$ cat src/design/bptc_pkg.sv
package bptc_pkg;

  localparam int CFG_INDEX_W = 8;
  localparam int DIV_STEPS   = 64;

  localparam logic [CFG_INDEX_W-1:0] REG_TEMP_CAL       = 8'd0;
  localparam logic [CFG_INDEX_W-1:0] REG_PRESS_CAL_LOW  = 8'd1;
  localparam logic [CFG_INDEX_W-1:0] REG_PRESS_CAL_HIGH = 8'd2;
  localparam logic [CFG_INDEX_W-1:0] REG_PRESS_CAL_NINE = 8'd3;

  localparam logic signed [33:0] T_OFFSET = 34'sd128000;
  localparam logic [20:0]        P_BASE   = 21'd1048576;
  localparam logic signed [16:0] P_SCALE  = 17'sd3125;
  localparam logic [31:0]        T_ROUND  = 32'd128;
  localparam logic [63:0]        X_BIAS   = 64'h0000_8000_0000_0000;

  typedef struct packed {
    logic [19:0] raw_temperature;
    logic [19:0] raw_pressure;
  } bptc_in_t;

  typedef struct packed {
    logic signed [31:0] temp_centi;
    logic [31:0]        pressure_q24_8;
    logic               pressure_invalid;
  } bptc_out_t;

  typedef struct packed {
    logic [47:0] temp_cal;
    logic [63:0] press_cal_low;
    logic [63:0] press_cal_high;
    logic [15:0] press_cal_nine;
  } bptc_cal_t;

  typedef struct packed {
    logic [31:0] tc;
    logic [63:0] dividend;
    logic [30:0] divisor;
    logic        bad;
  } bptc_job_t;

  typedef struct packed {
    logic full;
    logic empty;
  } bptc_qstat_t;

  // low 64 bits of a times a 17-bit signed factor
  function automatic logic [63:0] mul64x17(input logic [63:0] a,
                                           input logic signed [16:0] b);
    logic signed [49:0] pl;
    logic signed [48:0] ph;
    pl = $signed({1'b0, a[31:0]}) * b;
    ph = $signed(a[63:32]) * b;
    return 64'(pl) + {ph[31:0], 32'd0};
  endfunction

  // low 64 bits of a 64 by 64 product
  function automatic logic [63:0] mul64lo(input logic [63:0] a, input logic [63:0] b);
    logic [63:0] ll;
    logic [63:0] lh;
    logic [63:0] hl;
    logic [31:0] mid;
    ll  = a[31:0] * b[31:0];
    lh  = a[31:0] * b[63:32];
    hl  = a[63:32] * b[31:0];
    mid = lh[31:0] + hl[31:0];
    return ll + {mid, 32'd0};
  endfunction

endpackage

$ cat src/design/bptc_queue.sv
module bptc_queue import bptc_pkg::*; (
  input  logic        clk,
  input  logic        rst,
  input  logic        push,
  input  bptc_job_t   push_word,
  input  logic        pop,
  output bptc_job_t   head,
  output bptc_qstat_t stat
);

  bptc_job_t  mem [0:1];
  logic       wr_ptr, rd_ptr;
  logic [1:0] count;

  assign head       = mem[rd_ptr];
  assign stat.full  = count == 2'd2;
  assign stat.empty = count == 2'd0;

  always_ff @(posedge clk) begin
    if (rst) begin
      wr_ptr <= 1'b0;
      rd_ptr <= 1'b0;
      count  <= 2'd0;
    end else begin
      if (push) wr_ptr <= !wr_ptr;
      if (pop)  rd_ptr <= !rd_ptr;
      count <= count + 2'(push) - 2'(pop);
    end
  end

  always_ff @(posedge clk) begin
    if (push) mem[wr_ptr] <= push_word;
  end

endmodule

$ cat config.mk
export PLATFORM = sky130hd
export DESIGN_NAME = bptc_queue
export DESIGN_NICKNAME = d
export VERILOG_FILES = /design/src/design/bptc_pkg.sv /design/src/design/bptc_queue.sv
export SDC_FILE = /design/constraint.sdc
export NUM_CORES = 1
export LEC_CHECK = 0
export BUFFER_PORTS_ARGS = -buffer_cell sky130_fd_sc_hd__clkbuf_2
export CELL_PAD_IN_SITES_DETAIL_PLACEMENT = 0
export CELL_PAD_IN_SITES_GLOBAL_PLACEMENT = 1
export CORE_UTILIZATION = 44
export CTS_CLUSTER_DIAMETER = 100
export DETAILED_ROUTE_END_ITERATION = 8
export PLACE_DENSITY = 0.91
export SYNTH_ARGS = -nofsm -noshare
export SYNTH_HDL_FRONTEND = slang
export SYNTH_SLANG_ARGS = --single-unit
$ cat constraint.sdc
create_clock -name clk -period 8.35 [get_ports clk]
set_input_delay 0.835 -clock clk [delete_from_list [all_inputs] [get_ports clk]]
set_output_delay 0.835 -clock clk [all_outputs]
set_load 0.05 [all_outputs]
Word level (Yosys, flattened, before mapping)
Memories as Yosys holds them, arrays and structs flattened. A register that Yosys moved wholly into a read port is not among the register bits.
Cells that the tools add are included.
- register bits: 4
- RAM bits: 256
- output and inout port bits: 130
- memories kept: 1
- memories (name ; depth ; width ; read ports ; clocked after Yosys merged registers in ; wr ports ; RTL line ; RTL):
    mem ; 2 ; 128 ; 1 ; 1 ; 1 ; bptc_queue.sv:11 ; bptc_job_t mem [0:1];
- $add $sub $neg: 2
- equality and inequality tests: 1
- multiplexer cells: 4
- reduce and logical (&&, ||, !) cells: 3
- operator list (cell ; number):
    1-bit 2-to-1 mux ; 4
    2-bit by 1-bit adder with 2-bit output ; 1
    2-bit == test (second input constant) ; 1
    1-bit zero test ; 2
    2-bit zero test ; 1
    2-bit by 1-bit subtractor with 2-bit output ; 1

Depth between registers and ports, before layout
Gate-level depths: netlist of run 1.
- depth in word-level cells: 3
- mapped depth: 6

Worst setup path before layout of run 1
No wires, ideal clock.
- path type: input port to flip-flop
- from: in push
- to: mem mem[0][0] in the netlist's numbering (enable)
- setup time: 0.632 ns
- arrival time: 6.383 ns
- data required time: 7.718 ns
- path slack: 1.335 ns
- stages on the path: 1
- cells stage by stage: nor2b_1
- word-level cells in the longest chain between the ends: 2
- ends and longest elaborated chain (what ; RTL line ; RTL):
    start: declaration ; bptc_queue.sv:4 ; input logic push,
    1-bit 2-to-1 mux ; bptc_queue.sv:32 ; if (push) mem[wr_ptr] <= push_word;
    1-bit 2-to-1 mux (not written as such) ; bptc_queue.sv:32 ;
    end: declaration ; bptc_queue.sv:11 ;
Every way passes these cells.

==> results.md, run 1 <==
* Outcome: completed
* Global router's overall resource usage at 15.0%
* Inserted Clock Buffers at 26
* Area occupied by multi-input gates at 1560 um^2
* Initial core utilization at 45.2%
* CTS clk-pin slew, worst paths at 60 ps
* Synthesized area per cell at 22.7 um^2
* Setup TNS Final at 0 ps
* Worst-margin pin slew at 989 ps
* Cell taking the most area after synthesis: sky130_fd_sc_hd__edfxtp_1
* Total number of vias at 4782
* Mapped cell area at 9520 um^2
* Seq. cell area at 7790 um^2
* Count of final hold-check violations at 0
* Synth Instances at 419
* Peak supply drop at 0.000210 V
* Number of top-level design ports at 262
* Endpoint type of the worst setup path: output pin
* Fmax achieved at 261 MHz
* Antenna violations before repair at 0
* Worst slew margin relative to its limit at 34.1%
* Post-detail-place hpwl at 11.5 mm
* Fraction of final layout cells sized beyond drive strength 1 at 60.4%
* Number of instances resized during post-cts repair at 0
* DP Worst Slack at 5030 ps
* Clock Skews at 12.5 ps
* Worst setup path category: flop to output pin
* # rows at 53
* Wire length of the first global-routing pass at 25.3 mm
* DIE HEIGHT at 149 um
* Critical path's top delay family: buffers and inverters
* Required @ worst endpoint at 7520 ps
* Filler cell count at 1629
* Net count after synthesis at 553
* CTS Buffer Depth at 3
* Sink Count at 261
* Layout-stage area growth over the synthesis result at 25.6%
* Nets at 832
* Standard cell with the maximum stage delay on the critical path: sky130_fd_sc_hd__dfxtp_4
* Cell breakdown of the critical path: buf_4 -> mux2_2 -> clkbuf_2
* PD cells at 276 nW/um^2
* Source-to-sink clock delay at the later pin of the worst-skew pair at 510 ps
* TritonCTS clock tree: built
* Highest-count cells in the layout ignoring fill and taps: sky130_fd_sc_hd__clkbuf_2, sky130_fd_sc_hd__edfxtp_1, sky130_fd_sc_hd__mux2_2
* Hold Buf Count CTS at 0
* Via density per instance at 4.82
* Count of buffers added by post-CTS timing repair for setup at 0
* Worst endpoint data arrival time at 3000 ps
* Largest cells by area after synthesis: sky130_fd_sc_hd__edfxtp_1, sky130_fd_sc_hd__mux2_2, sky130_fd_sc_hd__clkbuf_8, sky130_fd_sc_hd__dfxtp_1, sky130_fd_sc_hd__buf_6
* DRT antenna net count at 0
* Maximum cell stage delay along the critical path at 830 ps
* Share of the synthesized area in the top cell type at 80.7%
* Leakage power summed over all cells at 4.54 nW
* Number of storage elements in the synthesis netlist at 261
* Most common cell after layout, fill and taps aside: sky130_fd_sc_hd__clkbuf_2
* Path class of the lowest-slack min-delay path: primary input to flop
* Final Slew Violations at 0
* Worst Path Buf+Inv at 2
* Least setup slack across all paths after layout at 4510 ps
* Number of detailed-routing iterations run before antenna repair at 4
* Port-buffer cells at 261
* Pin count of the biggest net entering global routing at 73
* H-tree levels at 1
* Number of global-route vias before repair at 4954
* Setup-violating endpoint count in the final report at 0
* Aggregate global routing overflow at 0
* Core box area at 21100 um^2
* Routed wire length at 17.2 mm
* Fin crit period at 3840 ps
* DRC violation count after routing at 0
* Overall Power at 3.30 mW
* Final period util at 46.0%
* Placer's final routability congestion estimate at 0.728
* Root Driver: sky130_fd_sc_hd__clkbuf_16
* Die ar. at 22200 um^2
* Peak fanout along the critical path at 72
* Launching element type of the critical path: flop
* Routed wire length per instance at 17.3 um
* Antenna Diode Count at 0
* Chip width at 149 um
* Sequential area share after synthesis at 81.8%
* Distinct cell type count of the synthesized netlist at 12
* YS warnings at 0
* Number of design-rule violations left by the first detailed-router iteration at 219
* Number of maximum-capacitance constraint violations at 0
* Setup repair after global routing missed its margin: no
[logic make-up (layout without fill, tap and decap cells)]
kind of cell | Yosys count | in the layout | share of synthesized area [%]
XOR/XNOR | 3 | 3 | 0.420
adder cells (fa/ha/maj) | 2 | 2 | 0.263
buffers and inverters | 16 | 315 | 1.94
flip-flops | 261 | 261 | 81.8
multiplexers | 128 | 128 | 15.1
AND/OR/NAND/NOR | 9 | 9 | 0.460
[Yosys cell counts]
cell and count:
sky130_fd_sc_hd__xnor3_1 1, sky130_fd_sc_hd__mux2_2 128, sky130_fd_sc_hd__and2_1 1, sky130_fd_sc_hd__dfxtp_1 5, sky130_fd_sc_hd__xnor2_1 2, sky130_fd_sc_hd__clkbuf_8 8, sky130_fd_sc_hd__nor2_1 5, sky130_fd_sc_hd__ha_1 2
sky130_fd_sc_hd__edfxtp_1 256, sky130_fd_sc_hd__inv_1 2, sky130_fd_sc_hd__nor2b_1 3, sky130_fd_sc_hd__buf_6 6
[report_power, final]
part | total, mW | switching [mW] | internal [mW]
combinational | 0.519 | 0.375 | 0.144
sequential | 1.56 | 0.0289 | 1.53
clock | 1.23 | 0.452 | 0.774
total | 3.30 | 0.855 | 2.45
[metrics by stage]
step | std cells | hold WS, ps | utilization, % | instance area (um^2)
floorplan | 419 | 480 | - | 9520
global placement | 945 | 493 | 52.3 | 11000
detailed placement | 945 | 505 | 52.3 | 11000
CTS | 993 | 486 | 56.7 | 12000
global route | 993 | 488 | 56.7 | 12000
finish | 993 | 509 | 56.7 | 12000
[worst paths after layout]
path / depth (start not counted) / start / slack [ps] / end
hold reg to reg: 2 / rd_ptr$_SDFFE_PP0P_ / 520 / rd_ptr$_SDFFE_PP0P_
hold / removal: 1 / push_word[78] / 510 / mem[1][78]$_DFFE_PP_
setup reg to reg: 2 / wr_ptr$_SDFFE_PP0P_ / 5900 / mem[1][56]$_DFFE_PP_
setup / recovery: 3 / flop / 4510 / head[118]
[cell type report]
type	instances	area share, %
Timing Repair Buffer	265	11.2
Sequential cell	261	65.1
Clock inverter	17	1.96
Multi-Input combinational cell	142	13.0
Clock buffer	31	5.77
Tap cell	275	2.88
Inverter	2	0.0627
[registers in the layout, summed over array words and instances, names as in the netlist, named ones only]
name and cells:
count 2, rd_ptr 1, wr_ptr 1, mem 256
[worst reg2reg max path, stage by stage (launching register included)]
cell	delay, ps
sky130_fd_sc_hd__dfxtp_1	410
sky130_fd_sc_hd__and2_4	720
sky130_fd_sc_hd__buf_4	860
[per-layer routing]
metal  vias to the layer above  routed length (um)  share of wire, %  global-route usage (%)
met2                       181                8710                51                    26.3
met4                         0                 362               2.1                    4.54
met1                      2337                6500                38                    17.0
li1                       2230                   -                 -                       -
met3                        34                1650               9.6                    5.44
met5                         -                   0                 0                       0
(Power assumes the default switching activity.)
==> run 2: changes to the inputs <==
- CORE_UTILIZATION: 44 -> 40
- PLACE_DENSITY: 0.91 -> 0.88
- clock period: 8.35 -> 3.2 ns (I/O delays scaled with it)
==> results.md, run 2 (synthesis gave the netlist of run 1 again) <==
* DRT antenna net count at 0
* Final period util at 76.4%
* Path class of the lowest-slack min-delay path: primary input to flop
* Largest reg by FF count: mem
* Initial core utilization at 40.7%
* Number of cells traversed by the worst hold path at 2
* Launching element type of the critical path: flop
* Peak fanout along the critical path at 68
* Worst Hold Slack at 38.2 ps
* Number of top-level design ports at 262
* Post-detail-place hpwl at 11.4 mm
* Root Driver: sky130_fd_sc_hd__clkbuf_16
* Clock Skews at 7.79 ps
* Wire length of the first global-routing pass at 29.6 mm
* Chip width at 156 um
* CTS clk-pin slew, worst paths at 60 ps
* Fmax achieved at 409 MHz
* Cell breakdown of the critical path: buf_12 -> mux2_2 -> clkbuf_2
* Number of detailed-routing iterations run before antenna repair at 5
* Highest-count cells in the layout ignoring fill and taps: sky130_fd_sc_hd__clkbuf_2, sky130_fd_sc_hd__edfxtp_1, sky130_fd_sc_hd__mux2_2, sky130_fd_sc_hd__dlygate4sd3_1, sky130_fd_sc_hd__clkbuf_16
* Source-to-sink clock delay at the later pin of the worst-skew pair at 520 ps
* Routed wire length per instance at 17.2 um
* CTS Buffer Depth at 3
* Slack of the worst reg-to-reg path at 1420 ps
* Peak supply drop at 0.000537 V
* Overall Power at 8.44 mW
* Aggregate global routing overflow at 0
* Endpoint type of the worst setup path: output pin
* PD cells at 637 nW/um^2
* Worst setup path category: flop to output pin
* Maximum cell stage delay along the critical path at 530 ps
* Setup repair after global routing missed its margin: no
* Max FFs per register at 256
* H-tree levels at 1
* Number of design-rule violations left by the first detailed-router iteration at 236
* Fin crit period at 2450 ps
* Number of maximum-capacitance constraint violations at 0
* Number of global-route vias before repair at 5708
* Antenna violations before repair at 2
* Total number of vias at 5340
* # rows at 56
* Setup TNS Final at 0 ps
* Standard cell with the maximum stage delay on the critical path: sky130_fd_sc_hd__dfxtp_4
* Die ar. at 24400 um^2
* Hold Buf Count CTS at 128
* Count of buffers added by post-CTS timing repair for setup at 0
* Most common cell after layout, fill and taps aside: sky130_fd_sc_hd__clkbuf_2
* Filler cell count at 1778
* Depth of the worst register-to-register path at 2
* Leakage power summed over all cells at 5.04 nW
* Core box area at 23400 um^2
* Worst endpoint data arrival time at 2130 ps
* Final Slew Violations at 0
* Outcome: completed
* Required @ worst endpoint at 2880 ps
* Largest registers in the final layout: mem x256, count x2
* Worst-margin pin slew at 860 ps
* Sink Count at 261
* Pin count of the biggest net entering global routing at 109
* Area occupied by multi-input gates at 1560 um^2
* Via density per instance at 4.57
* Count of final hold-check violations at 0
* Fraction of final layout cells sized beyond drive strength 1 at 51.3%
* Placer's final routability congestion estimate at 0.725
* Layout-stage area growth over the synthesis result at 39.0%
* TritonCTS clock tree: built
* Setup-violating endpoint count in the final report at 0
* Worst slew margin relative to its limit at 42.7%
* Number of instances resized during post-cts repair at 0
* Port-buffer cells at 261
* Seq. cell area at 7790 um^2
* Global router's overall resource usage at 15.8%
* DIE HEIGHT at 156 um
* DRC violation count after routing at 0
* Nets at 962
* Inserted Clock Buffers at 27
* Routed wire length at 20.1 mm
[run 2: power breakdown]
group          switching [mW]  internal (mW)  total [mW]
sequential             0.0613           3.99        4.06
combinational            1.04          0.489        1.53
clock                    1.23           1.63        2.86
[run 2: layout make-up]
type	instances	share of cell area, %
clock inverter	15	0.737
multi-input combinational	142	11.8
antenna	2	0.0378
inverter	2	0.0567
clock buffer	34	5.30
tap	319	3.02
timing repair buffer	394	20.2
sequential	261	58.9
[run 2: worst max-delay path, delay by kind of cell, from the launching register on]
kind | cells | cell delay, ps
buffers and inverters | 2 | 580
flip-flops | 1 | 530
multiplexers | 1 | 400
[run 2: per-layer routing]
metal	routed length [um]	share of wire, %	GRT usage, %	vias to the layer above
met5	10	0.050	0	-
met4	446	2.2	5.37	2
met3	1460	7.3	4.49	37
met2	10500	52	28.6	198
met1	7610	38	17.7	2616
li1	-	-	-	2487
[run 2: stage by stage]
stage               cells  utilization (%)  instance area (um^2)  setup WS [ps]
floorplan             419                -                  9530            524
global placement      990             47.7                 11200           1310
detailed placement    990             47.7                 11200           1310
CTS                  1167             56.5                 13200            742
global route         1167             56.5                 13200            683
finish               1169             56.6                 13200            754
[run 2: final timing paths]
kind | start | to
max | flop | head[34]
min | rst | count[1]$_SDFF_PP0_
min reg2reg | rd_ptr$_SDFFE_PP0P_ | rd_ptr$_SDFFE_PP0P_
max reg2reg | wr_ptr$_SDFFE_PP0P_ | mem[1][66]$_DFFE_PP_
